### src/rtl/core/mcp_pkg.sv
// Shared types, status codes and decode helpers for the MIDI channel message parser.
package mcp_pkg;

  // High nibbles of channel status bytes
  localparam logic [3:0] ST_NOTE_OFF   = 4'h8;
  localparam logic [3:0] ST_NOTE_ON    = 4'h9;
  localparam logic [3:0] ST_POLY_AT    = 4'hA;
  localparam logic [3:0] ST_CTRL_CHG   = 4'hB;
  localparam logic [3:0] ST_PROG_CHG   = 4'hC;
  localparam logic [3:0] ST_CHAN_PRESS = 4'hD;
  localparam logic [3:0] ST_PITCH_BEND = 4'hE;
  localparam logic [3:0] ST_SYSTEM     = 4'hF;

  // Running status value meaning no status held
  localparam logic [7:0] NO_STATUS = 8'h00;

  // Event kinds reported on the result channel
  typedef enum logic [1:0] {
    EV_NOTE_OFF    = 2'd0,
    EV_NOTE_ON     = 2'd1,
    EV_CTRL_CHANGE = 2'd2,
    EV_PITCH_BEND  = 2'd3
  } mcp_kind_t;

  // Real-time bytes span F8 to FF
  function automatic logic is_realtime(input logic [7:0] b);
    return (b[7:3] == 5'b11111);
  endfunction

  // Messages with two data bytes
  function automatic logic is_two_byte(input logic [3:0] nib);
    logic res;
    unique case (nib) inside
      ST_NOTE_OFF, ST_NOTE_ON, ST_POLY_AT, ST_CTRL_CHG, ST_PITCH_BEND: res = 1'b1;
      default:                                                         res = 1'b0;
    endcase
    return res;
  endfunction

endpackage

### src/rtl/core/midi_channel_message_parser_unit.sv
// MIDI channel message parser with running status: input register, decode, event register.
//
// Usage:
//   Input channel rx_valid / rx_ready carries one received MIDI byte (rx_byte)
//   per transaction. Status bytes have bit 7 set; real-time bytes (F8 to FF)
//   are ignored, other system bytes clear the running status, channel status
//   bytes set it. Complete note off, note on, control change and pitch bend
//   messages produce one transaction on the event channel ev_valid / ev_ready
//   carrying event_kind, channel, first_data and second_data. A note on with
//   zero velocity is reported as a note off. Other messages produce nothing.
// Path: a byte accepted into the input register is decoded combinationally, and
//   its event is loaded into the event register when the decode stage advances.
// Throughput: one byte per cycle while no event waits on ev_ready; the single decode
//   stage between the input and event registers updates the parser state per decoded byte.
// Reset (rst, synchronous): both registers empty, running status cleared,
//   data byte count and held first data byte cleared.
// Stall: while an event waits on ev_ready, the input register still takes one
//   more byte; further bytes are refused until the event is taken.
module midi_channel_message_parser_unit
  import mcp_pkg::*;
(
  input  logic       clk,
  input  logic       rst,
  input  logic       rx_valid,
  output logic       rx_ready,
  input  logic [7:0] rx_byte,
  output logic       ev_valid,
  input  logic       ev_ready,
  output logic [1:0] event_kind,
  output logic [3:0] channel,
  output logic [6:0] first_data,
  output logic [6:0] second_data
);

  // Input register
  logic       in_full;
  logic [7:0] in_byte;

  // Parser state
  logic [7:0] cur_status, cur_status_next;
  logic       bytes_received, bytes_received_next;
  logic [6:0] held_first_byte, held_first_byte_next;

  // Event register
  mcp_kind_t  ev_kind, ev_kind_next;
  logic [3:0] ev_chan;
  logic [6:0] ev_first, ev_second;
  logic       emit;
  logic       advance;

  // Decode stage fires when the event register can take its outcome
  assign advance  = in_full && (!ev_valid || ev_ready);
  assign rx_ready = !in_full || advance;

  // Hold the incoming byte
  always_ff @(posedge clk) begin
    if (rst) begin
      in_full <= 1'b0;
    end else if (rx_ready) begin
      in_full <= rx_valid;
    end
    if (rx_valid && rx_ready) begin
      in_byte <= rx_byte;
    end
  end

  // Decode one byte against the running status
  always_comb begin
    cur_status_next      = cur_status;
    bytes_received_next  = bytes_received;
    held_first_byte_next = held_first_byte;
    emit                 = 1'b0;
    ev_kind_next         = EV_NOTE_OFF;
    if (is_realtime(in_byte)) begin
      emit = 1'b0;
    end else if (in_byte[7]) begin
      bytes_received_next = 1'b0;
      cur_status_next     = (in_byte[7:4] == ST_SYSTEM) ? NO_STATUS : in_byte;
    end else if (cur_status != NO_STATUS) begin
      if (!bytes_received) begin
        held_first_byte_next = in_byte[6:0];
        bytes_received_next  = is_two_byte(cur_status[7:4]);
      end else begin
        bytes_received_next = 1'b0;
        unique case (cur_status[7:4])
          ST_NOTE_OFF: begin
            emit         = 1'b1;
            ev_kind_next = EV_NOTE_OFF;
          end
          ST_NOTE_ON: begin
            emit         = 1'b1;
            ev_kind_next = (in_byte[6:0] == 7'd0) ? EV_NOTE_OFF : EV_NOTE_ON;
          end
          ST_CTRL_CHG: begin
            emit         = 1'b1;
            ev_kind_next = EV_CTRL_CHANGE;
          end
          ST_PITCH_BEND: begin
            emit         = 1'b1;
            ev_kind_next = EV_PITCH_BEND;
          end
          default: begin
            emit = 1'b0;
          end
        endcase
      end
    end
  end

  // Advance parser state
  always_ff @(posedge clk) begin
    if (rst) begin
      cur_status      <= NO_STATUS;
      bytes_received  <= 1'b0;
      held_first_byte <= 7'd0;
    end else if (advance) begin
      cur_status      <= cur_status_next;
      bytes_received  <= bytes_received_next;
      held_first_byte <= held_first_byte_next;
    end
  end

  // Event register: load on decode, drop once taken
  always_ff @(posedge clk) begin
    if (rst) begin
      ev_valid <= 1'b0;
    end else if (advance) begin
      ev_valid <= emit;
    end else if (ev_ready) begin
      ev_valid <= 1'b0;
    end
    if (advance && emit) begin
      ev_kind   <= ev_kind_next;
      ev_chan   <= cur_status[3:0];
      ev_first  <= held_first_byte;
      ev_second <= in_byte[6:0];
    end
  end

  assign event_kind  = ev_kind;
  assign channel     = ev_chan;
  assign first_data  = ev_first;
  assign second_data = ev_second;

`ifndef SYNTHESIS
  // A pending second data byte needs a two-byte channel status
  a_count_needs_status: assert property (@(posedge clk) disable iff (rst)
    bytes_received |-> (cur_status[7] && is_two_byte(cur_status[7:4])))
    else $error("data byte count set without a two-byte running status");

  // Running status is either empty or a channel status byte
  a_status_is_channel: assert property (@(posedge clk) disable iff (rst)
    (cur_status != NO_STATUS) |->
      (cur_status[7] && cur_status[7:4] != ST_SYSTEM))
    else $error("running status holds a non-channel byte");

  // A new event appears only from a decode step
  a_event_from_decode: assert property (@(posedge clk) disable iff (rst)
    $rose(ev_valid) |-> $past(advance))
    else $error("event raised without a decode step");

  // Zero velocity never leaves as a note on
  a_note_on_velocity: assert property (@(posedge clk) disable iff (rst)
    (ev_valid && ev_kind == EV_NOTE_ON) |-> (ev_second != 7'd0))
    else $error("note on reported with zero velocity");
`endif

endmodule

### config.mk
export PLATFORM = sky130hd
export DESIGN_NAME = midi_channel_message_parser_unit
export DESIGN_NICKNAME = d
export VERILOG_FILES = /design/src/rtl/core/mcp_pkg.sv /design/src/rtl/core/midi_channel_message_parser_unit.sv
export SDC_FILE = /design/constraint.sdc
export NUM_CORES = 1
export LEC_CHECK = 0
export BUFFER_PORTS_ARGS = -buffer_cell sky130_fd_sc_hd__buf_2
export CORE_ASPECT_RATIO = 0.6
export CORE_MARGIN = 8
export CORE_UTILIZATION = 53
export DETAILED_ROUTE_END_ITERATION = 8
export PLACE_DENSITY = 0.77
export SLEW_MARGIN = 25
export SYNTH_ARGS = -nofsm -noshare
export SYNTH_HDL_FRONTEND = slang
export SYNTH_SLANG_ARGS = --single-unit
### constraint.sdc
create_clock -name clk -period 3.85 [get_ports clk]
set_clock_uncertainty 0.15 [all_clocks]
set_input_delay 0.385 -clock clk [delete_from_list [all_inputs] [get_ports clk]]
set_output_delay 0.385 -clock clk [all_outputs]
set_load 0.1 [all_outputs]
# == Word level (Yosys, flattened, before mapping) ==
# Index checks and enable logic that the tools add are counted.
# classes
mux,14
n_bitwise,4
magnitude_cmp,0
multipliers,0
reduce_logical,17
n_addsub,0
div_mod_pow,0
n_shift,0
eq_ne,7
# ops
cell,n
"4-bit equality test, second input constant",6
1-bit 2-to-1 mux,12
8-bit 2-to-1 mux,1
8-bit nonzero test,1
4-bit OR reduction,2
7-bit logical NOT,1
2-bit one-hot mux with 3 select lines,1
3-bit AND reduction,2
"5-bit equality test, second input constant",1
5-bit AND reduction,1
5-bit OR reduction,1
1-bit inverter,4
2-bit nonzero test,2
1-bit logical AND,3
1-bit logical NOT,2
1-bit logical OR,2
# word_totals
latchBits,0
output_inout_bits,22
ff_bits,46
mem_count,0
input_bits,12
ram_bits,0
rom_bits,0

# == Longest topological paths before layout ==
# Gate-level depths: netlist (run 1).
# logic_depth
ltp_word,8
ltp_mapped,5

# == Worst setup path after synthesis (run 1) ==
# Ideal clock, no wire load.
# synth_timing
path_kind,flip-flop to flip-flop
startpoint,register ev_valid
endpoint,"register ev_chan[0], in the netlist channel[0] (enable)"
n_path_buf,0
synth_period_minus_slack_ns,3.023
slack_ns,0.827
stages_incl_launch_ff,3
arrival_time_ns,2.451
cell_sequence,dfxtp_1 nor2b_1 nor3_1
# synth_between
elab_chain_len,4
# synth_lines
item,line_no,source
"start, declared",midi_channel_message_parser_unit.sv:27,"output logic ev_valid,"
"start signal, assigned",midi_channel_message_parser_unit.sv:128,ev_valid <= emit;
1-bit logical NOT,midi_channel_message_parser_unit.sv:52,assign advance = in_full && (!ev_valid || ev_ready);
1-bit logical OR,midi_channel_message_parser_unit.sv:52,
1-bit logical AND,midi_channel_message_parser_unit.sv:52,
1-bit logical AND,midi_channel_message_parser_unit.sv:132,if (advance && emit) begin
"end signal, assigned",midi_channel_message_parser_unit.sv:134,ev_chan <= cur_status[3:0];
"end, declared",midi_channel_message_parser_unit.sv:46,logic [3:0] ev_chan;
# No other way between the ends.
# A chain may end at the register's enable or synchronous reset.

# == Worst setup path in the final report (run 1) ==
# layout_timing
startpoint,register ev_valid
endpoint,output port rx_ready
# layout_between
elab_chain_len,4
# layout_lines
item,line_no,source
1-bit logical NOT,midi_channel_message_parser_unit.sv:52,
1-bit logical OR,midi_channel_message_parser_unit.sv:52,
1-bit logical AND,midi_channel_message_parser_unit.sv:52,
1-bit logical OR,midi_channel_message_parser_unit.sv:53,assign rx_ready = !in_full || advance;
"end, declared",midi_channel_message_parser_unit.sv:25,"output logic rx_ready,"
# No other way between the ends.

==> results.md, run 1 <==
* Run status: finished clean
* Starting Density at between 50% and 60%
* Cell count after synthesis at 126
* Crit path DAT at ~1.6 ns
* Cts repair resizes at 0
* Dpl cells at ~200
* Final net count at between 150 and 200
* Synth warn at 0
* GP Congestion at 0.8448
* Post-CTS Setup Repair Bufs at 0
* Mapped Area at 0.001693 sq mm
* Placed wire-length estimate at about 2400 um
* Tcrit/Tclk final at roughly 54%
* Num rows at 16
* Initial antenna violation count at 0
* Gr ovfl total at 0
* Clock Sinks at 46
* Layout cells sized above 1 at between 20% and 30%
* Routed WL at approximately 3400 um
* Vias in the first global route at 1165
* DRC Markers at 0
* Reg2reg end: bytes_received
* Largest net degree at the start of global routing at 21
* Port bufs at 33
* Hold Crit Class: input pin to register
* Antenna Cells at 0
* Hold-fix buffers, CTS at 0
* Vias per cell at 5.557
* Critical Path End: rx_ready
* Leak at around 0.74 nW
* PD cells at 441.4 mW/mm^2
* Critical path fanouts, max at 6
* WL/cell at approximately 16 um
* Remaining antenna violation count at 0
* Beginning of the critical path: ev_valid
* RSZ-0062 raised after global routing: no
* I/O Pins at 34
* Finished Core Util at around 63%
* Initial DRC count at 103
* Synth Net Count at ~140
* Fin Setup TNS at 0 ns
* DIE AREA at approximately 0.0053 sq mm
* Total Routing Usage GR at between 10% and 20%
* Critical path class: register to output pin
* Post-route insts no fill at 210
* First-pass GRT wire length at about 5500 um
* Synthesized flop and latch total at 46
* Max-cap violations at 0
* Dpl ws at 1.980 ns
* Core box area at around 0.0032 sq mm
* Setup violations, final at 0
* Most frequent cells in the layout: buf_2 (33), edfxtp_1 (28), dfxtp_1 (18), nor2_1 (12), a21oi_1 (10)
* Reg-to-Reg Start: in_byte[5]
* CTS tree: done
* Final Hold Fails at 0
* Die height at between 50 and 60 um
* Clock Latency Late Sink at just under 0.3 ns
* Worst EP required at around 3.3 ns
* Startpoint types: register
* Drt first pass iters at 5
* Maximum clock rate at a little under 0.5 GHz
* Crit. End Element: output pin
* Synth unique cells at 31
* Root Buffer: clkbuf_8
* Cts bufs inserted at 5
* CTS H-Tree Depth at 2
* CTS Buffer Depth at 2
* Pwr Total at approximately 0.00088 W
* FF-to-FF path depth at 4
* Commonest non-fill, non-tap cell in the layout: buf_2
* Slew margin rel. at roughly 64%
* Post-Syn Area per Cell at between 10 and 15 sq um
* Worst VDD drop at just over 300 uV
* Seq/Total Area, Yosys at a little under three quarters
* Area grow syn2layout at 18.33%
* R2r setup slk at approximately 2 ns
* Die W at ~90 um
* Worst-margin pin slew at around 0.54 ns
* Final WS setup at ~1.8 ns
* Worst-path clk slew at roughly 0.080 ns
* Tmin final at approximately 2.1 ns
* Via Count at about 1200
* Final max-slew violation count at 0
per-stage QoR:
step                      instance area [sq um]  hold WS [ns]
after detailed placement                   1908        0.2660
after CTS                                  2003        0.1064
final                                      2003        0.1091
after global routing                       2003        0.1051
after floorplan                            1693        0.2519
after global placement                     1908        0.2598
per-layer routing:
metal,track usage (%),vias to the layer above,wire length [um],part of all wire [%]
li1,-,551,-,-
met1,17.25,550,1450,42
met2,21.22,62,1563,46
met3,4.938,4,373,11
met4,6.338,0,28,0.82
met5,0,-,0,0
where the power goes:
group	internal, W	switching, W
logic	0.0000181	0.0000240
clock network	0.000144	0.000154
registers	0.000531	0.0000125
total	0.000693	0.000191
cell usage after synthesis, drive strengths merged:
library cell | instances | area [sq um]
nor3 | 3 | 15.01
o211a | 1 | 10.01
a32oi | 1 | 8.760
clkbuf | 1 | 3.750
nand4b | 1 | 8.760
nor4 | 3 | 33.78
nor2 | 12 | 45.04
buf | 2 | 15.01
edfxtp | 28 | 840.8
or2 | 1 | 6.260
and3 | 1 | 6.260
nor2b | 2 | 12.51
nor3b | 1 | 7.510
and2 | 1 | 6.260
a2111o | 1 | 11.26
inv | 3 | 11.26
mux2i | 1 | 10.01
or4 | 3 | 30.03
dfxtp | 18 | 360.4
xnor2 | 2 | 17.52
o211ai | 1 | 21.27
a22oi | 6 | 45.04
nand3 | 8 | 40.04
a21oi | 10 | 50.05
nand2 | 4 | 15.01
o21ai | 9 | 48.80
nand2b | 2 | 12.51
critical path, stage by stage, from the launching register on:
cell and delay (ns):
dfxtp_1 0.35, nor2b_1 0.47, nand2_1 0.12, buf_2 0.31
cell type report:
type	instances	area, sq um
inverters	3	11.26
clock buffers	6	82.58
flip-flops and latches	46	1201
well taps	45	56.30
fillers	269	1160
multi-input cells	74	466.7
repair buffers	34	172.7
clock inverters	2	12.51
logic make-up after synthesis:
kind of cell	synth area share, %
AO/OA/AOI/OAI	11.53
multiplexers	0.5913
flip-flops	70.95
AND/OR/NAND/NOR	14.12
XOR/XNOR	1.035
buffers and inverters	1.773
registers in the layout, indices dropped and copies added (netlist names):
signal           count
second_data          7
ev_valid             1
cur_status           8
held_first_byte      7
in_byte              8
in_full              1
first_data           7
bytes_received       1
event_kind           2
channel              4
worst min-delay path by stage:
stage                        from             to  slack (ns)  cells after the start
6_report               rx_byte[3]     in_byte[3]        0.11                      1
5_1_grt                rx_byte[5]     in_byte[5]        0.11                      1
4_1_cts                rx_byte[3]     in_byte[3]        0.11                      1
3_5_place_dp   held_first_byte[1]  first_data[1]        0.27                      0
3_3_place_gp   held_first_byte[4]  first_data[4]        0.26                      0
2_1_floorplan  held_first_byte[0]  first_data[0]        0.25                      0
(Power assumes the default switching activity.)
==> inputs of run 2 (changes only) <==
clock period = 2.05 ns   (was 3.85 ns; I/O delays follow)
==> results.md, run 2 (synthesized netlist as in run 1, its figures left out) <==
* Cts repair resizes at 0 (unchanged)
* CP top delay family: compound AO/OA/AOI/OAI gates (was simple AND/OR/NAND/NOR gates)
* RSZ-0062 raised after global routing: no (unchanged)
* Routed WL at 3676 um (was 3415 um)
* Maximum clock rate at 0.5450 GHz
* Crit path DAT at 1.86 ns (was 1.55 ns)
* Placed wire-length estimate at 2531 um (was 2437 um)
* Tmin final at ~1.8 ns
* Commonest non-fill, non-tap cell in the layout: buf_2 (unchanged)
* Die W at 88.96 um (unchanged)
* Core box area at 0.003163 sq mm (unchanged)
* Critical path fanouts, max at 7 (was 6)
* Most frequent cells in the layout: buf_2 (33), edfxtp_1 (28), dfxtp_1 (17), nor2_1 (12), a21oi_1 (10) (was buf_2 (33), edfxtp_1 (28), dfxtp_1 (18), nor2_1 (12), a21oi_1 (10))
* Run status: finished clean (unchanged)
* Root Buffer: clkbuf_8 (unchanged)
* Vias per cell at 5.330 (was 5.557)
* Placed Area at 0.001958 sq mm (was 0.001908 sq mm)
* CTS tree: done (unchanged)
* Tcrit/Tclk final at 89.51%
* Slew margin rel. at 63.16% (was 64.08%)
* Starting Density at 53.52% (unchanged)
* Final WS setup at 0.2151 ns (was 1.768 ns)
* Buffers & Inverters on Critical Path at 0 (was 1)
* PD cells at 820.1 mW/mm^2 (was 441.4 mW/mm^2)
* Biggest regs: cur_status x8, in_byte x8 (unchanged)
* Dpl ws at 0.2620 ns (was 1.980 ns)
* Worst VDD drop at 472.9 uV (was 306.0 uV)
* Clock Sinks at 46 (unchanged)
* GP Congestion at 0.9106 (was 0.8448)
* Total internal power at 0.001405 W (was 0.0006933 W)
* CP max-delay cell: a2111o_1 (was nor2b_1)
* Layout cells sized above 1 at 28.98% (was 29.09%)
* Critical path class: register to register (was register to output pin)
* Num rows at 16 (unchanged)
* Clock Power Share at 36.6% (was 33.8%)
* Final max-slew violation count at 0 (unchanged)
* Via Count at 1178 (was 1167)
* Clock Latency Late Sink at 0.29 ns (about the same)
* Hold-fix buffers, CTS at 9 (was 0)
* Drt first pass iters at 4 (was 5)
* Total Routing Usage GR at 15.02% (was 13.90%)
* First-pass GRT wire length at 5871 um (was 5506 um)
* P_sw at 0.0003619 W (was 0.0001910 W)
* Antenna Cells at 0 (unchanged)
* Hold Crit Class: input pin to register (unchanged)
* Remaining antenna violation count at 0 (unchanged)
* Area grow syn2layout at 27.27% (was 18.33%)
* Initial antenna violation count at 0 (unchanged)
* CTS H-Tree Depth at 2 (unchanged)
* Fin Setup TNS at 0 ns (unchanged)
* Die height at 59.78 um (unchanged)
* Vias in the first global route at 1211 (was 1165)
* Power share of the sequential group at 57.6% (was 61.5%)
* Initial DRC count at 70 (was 103)
* Slowest stage delay, CP at 0.55 ns (was 0.47 ns)
* Max-cap violations at 0 (unchanged)
* Dpl cells at 204 (was 202)
* Critical Path, Cell by Cell: and3_1 -> a2111o_1 -> a22oi_1 -> nor2_1 (was nor2b_1 -> nand2_1 -> buf_2)
* Startpoint types: register (unchanged)
* DIE AREA at 0.005318 sq mm (unchanged)
* Cts bufs inserted at 5 (unchanged)
* CTS Buffer Depth at 2 (unchanged)
* DRC Markers at 0 (unchanged)
* Crit. End Element: register (was output pin)
* Largest net degree at the start of global routing at 20 (was 21)
* Worst-path clk slew at 0.08 ns (about the same)
* Switching share of power at 20.48% (was 21.60%)
* Port bufs at 33 (unchanged)
* Post-CTS Setup Repair Bufs at 0 (unchanged)
* Setup violations, final at 0 (unchanged)
* Logic pwr share at 5.8% (was 4.8%)
* Worst-margin pin slew at 0.5506 ns (was 0.5377 ns)
* Leak at 0.8115 nW (was 0.7436 nW)
* WL/cell at 16.63 um (was 16.26 um)
* Gr ovfl total at 0 (unchanged)
* I/O Pins at 34 (unchanged)
* Final Hold Fails at 0 (unchanged)
* Final Instance Area at 0.002155 sq mm (was 0.002003 sq mm)
* Final net count at 187 (was 176)
* Worst EP required at 2.07 ns (was 3.31 ns)
* Post-route insts no fill at 221 (was 210)
[run 2: cell count changes in the layout (fill, tap and decap cells not counted), sizes merged]
cell         delta
buf             +2
bufinv          +1
clkinvlp        -1
dlygate4sd3     +9
[run 2: power by group through the flow]
stage | clock, W | combinational (W) | sequential (W)
floorplan | 0 | 0.0000594 | 0.00103
global placement | 0 | 0.0000844 | 0.00104
detailed placement | 0 | 0.0000869 | 0.00104
CTS | 0.000649 | 0.000100 | 0.00102
global route | 0.000696 | 0.000110 | 0.00102
finish | 0.000648 | 0.000102 | 0.00102
[run 2: path summary, 6_finish.rpt]
check	start	endpoint	slack, ns	depth (start not counted)
min reg2reg	held_first_byte[3]	first_data[3]	0.29	0
max	in_byte[5]	cur_status[0]	0.22	4
min	rst	cur_status[1]	0.14	2
max reg2reg	in_byte[5]	cur_status[0]	0.22	4
[run 2: final cells by class]
class / instances / area, sq um
Clock buffer: 6 / 72.57
Clock inverter: 2 / 33.78
Fill cell: 239 / 1008
Inverter: 3 / 11.26
Multi-Input combinational cell: 74 / 488.0
Sequential cell: 46 / 1202
Tap cell: 45 / 56.30
Timing Repair Buffer: 45 / 290.3
[run 2: metal layers]
metal  vias up  wire length, um  global-route usage (%)
met5         -                0                       0
met4         0               65                   6.103
met3         7              377                   4.527
met2        51             1698                   23.74
met1       548             1534                   18.74
li1        572                -                       -
[run 2: stage by stage]
stage	power (W)	util [%]	hold WS, ns
global placement	0.001121	61.91	0.2311
detailed placement	0.001125	61.91	0.2337
CTS	0.001766	68.12	0.1403
floorplan	0.001092	-	0.1539
finish	0.001767	68.12	0.1443
global route	0.001826	68.12	0.1521
[run 2: worst reg2reg max path, stage by stage, from the launching register on]
cell and delay [ns]:
edfxtp_1 0.49, and3_1 0.27, a2111o_1 0.55, a22oi_1 0.19, nor2_1 0.06
==> inputs of run 3 (changes only) <==
CORE_UTILIZATION = 55   (was 53)
PLACE_DENSITY = 0.8   (was 0.77)
clock period = 2.3 ns   (was 2.05 ns; I/O delays follow)
==> results.md, run 3 (synthesized netlist as in run 1, its figures left out) <==
* Root Buffer: clkbuf_8 (unchanged)
* Power share of the sequential group at 62.0% (was 57.6%)
* DIE AREA at 0.005168 sq mm (was 0.005318 sq mm)
* Worst EP required at 1.92 ns (was 2.07 ns)
* Worst VDD drop at 459.2 uV (was 472.9 uV)
* Final max-slew violation count at 0 (unchanged)
* Area grow syn2layout at 23.50% (was 27.27%)
* Crit. End Element: output pin (was register)
* Starting Density at 58.19% (was 53.52%)
* Crit path DAT at 1.61 ns (was 1.86 ns)
* Logic pwr share at 5.4% (was 5.8%)
* CTS tree: done (unchanged)
* Switching share of power at 22.38% (was 20.48%)
* Commonest non-fill, non-tap cell in the layout: buf_2 (unchanged)
* Num rows at 15 (was 16)
* Max-cap violations at 0 (unchanged)
* Via Count at 1174 (was 1178)
* Setup violations, final at 0 (unchanged)
* Maximum clock rate at around 0.50 GHz
* WL/cell at 15.73 um (was 16.63 um)
* Startpoint types: register (unchanged)
* Remaining antenna violation count at 0 (unchanged)
* Leak at 0.7928 nW (was 0.8115 nW)
* Critical path fanouts, max at 6 (was 7)
* Final net count at 185 (was 187)
* Clock Power Share at 32.6% (was 36.6%)
* Die W at 87.63 um (was 88.96 um)
* GRT busiest layer: met2 (unchanged)
* Hold Crit Class: input pin to register (unchanged)
* Tcrit/Tclk final at slightly below 90%
* Routed WL at 3397 um (was 3676 um)
* Antenna Cells at 0 (unchanged)
* Gr ovfl total at 0 (unchanged)
* Tmin final at ~2.0 ns
* Worst-margin pin slew at 0.7028 ns (was 0.5506 ns)
* P_sw at 0.0003291 W (was 0.0003619 W)
* Final Instance Area at 0.002091 sq mm (was 0.002155 sq mm)
* Vias per cell at 5.435 (was 5.330)
* RSZ-0062 raised after global routing: no (unchanged)
* Total Routing Usage GR at 14.92% (was 15.02%)
* Placed Area at 0.001921 sq mm (was 0.001958 sq mm)
* Cts repair resizes at 0 (unchanged)
* Initial DRC count at 75 (was 70)
* Routing usage on met1 at 17.66% (was 18.74%)
* I/O Pins at 34 (unchanged)
* Initial antenna violation count at 0 (unchanged)
* M3 GR Usage at 5.671% (was 4.527%)
* M2 GR Usage at 22.96% (was 23.74%)
* Worst-path clk slew at 0.09 ns (was 0.08 ns)
* Slew margin rel. at 53.05% (was 63.16%)
* Clock Latency Late Sink at 0.30 ns (was 0.29 ns)
* Fin Setup TNS at 0 ns (unchanged)
* Total internal power at 0.001141 W (was 0.001405 W)
* Final Hold Fails at 0 (unchanged)
* Biggest regs: cur_status x8, in_byte x8 (unchanged)
* Cts bufs inserted at 5 (unchanged)
* Pwr Total at 0.001470 W (was 0.001767 W)
* Dpl cells at 200 (was 204)
* PD cells at 703.3 mW/mm^2 (was 820.1 mW/mm^2)
* Post-CTS Setup Repair Bufs at 0 (unchanged)
* Largest net degree at the start of global routing at 20 (unchanged)
* Vias in the first global route at 1160 (was 1211)
* Hold-fix buffers, CTS at 8 (was 9)
* Layout cells sized above 1 at 29.31% (was 28.98%)
* Post-route insts no fill at 216 (was 221)
* Drt first pass iters at 5 (was 4)
* Most frequent cells in the layout: buf_2 (33), edfxtp_1 (28), dfxtp_1 (17), nor2_1 (12), a21oi_1 (10) (unchanged)
* CTS H-Tree Depth at 2 (unchanged)
* Placed wire-length estimate at 2560 um (was 2531 um)
* GP Congestion at 0.8486 (was 0.9106)
* Die height at 58.98 um (was 59.78 um)
* Clock Sinks at 46 (unchanged)
* DRC Markers at 0 (unchanged)
* Core box area at 0.002909 sq mm (was 0.003163 sq mm)
* Critical path class: register to output pin (was register to register)
* Port bufs at 33 (unchanged)
* First-pass GRT wire length at 5692 um (was 5871 um)
* Run status: finished clean (unchanged)
* CTS Buffer Depth at 2 (unchanged)
## run 3: cell types whose count changed in the layout (fill, tap and decap cells not counted)
cell and change:
clkinvlp_4 +1, nor3_4 -1, clkinv_1 -1, buf_12 -1, bufinv_16 -1, nor3_2 +1
dlygate4sd3_1 -1, clkbuf_1 -1, nor2b_1 +1, clkinv_4 +1, nor2b_4 -1, clkinv_2 +1
## run 3: layer usage
metal,wire length (um),up-vias
met3,383,10
li1,-,571
met1,1423,529
met5,0,-
met4,72,0
met2,1518,64
## run 3: through the flow
stage	setup WS [ns]	utilization (%)	hold WS, ns
4_1_cts	0.3093	71.87	0.009293
5_1_grt	0.2151	71.87	0.02721
3_3_place_gp	0.4468	66.02	0.2570
6_report	0.3088	71.87	0.01948
2_1_floorplan	0.05086	-	0.1789
3_5_place_dp	0.3636	66.02	0.2581
## run 3: area by class of cell
type	instances	area (sq um)
well taps	42	52.55
flip-flops and latches	46	1202
clock inverters	3	21.27
multi-input cells	74	474.2
repair buffers	43	260.3
inverters	3	11.26
clock buffers	5	68.82
fillers	191	818.3
## run 3: final timing paths
check | start | end | slack (ns) | cells past startpoint
max reg2reg | cur_status[5] | first_data[6] | 0.36 | 5
min reg2reg | held_first_byte[6] | first_data[6] | 0.28 | 0
min | rx_valid | in_full | 0.02 | 3
max | ev_valid | rx_ready | 0.31 | 3
## run 3: worst max-delay path, cell delays in order (launching register included)
cell and delay (ns):
dfxtp_2 0.35, nor2b_1 0.58, nand2_4 0.06, buf_2 0.31
## run 3: power by group through the flow
stage	registers [W]	logic, W	clock network, W
2_1_floorplan	0.000921	0.0000526	0
3_3_place_gp	0.000929	0.0000662	0
3_5_place_dp	0.000930	0.0000694	0
4_1_cts	0.000911	0.0000802	0.000487
5_1_grt	0.000914	0.0000885	0.000523
6_report	0.000911	0.0000797	0.000479
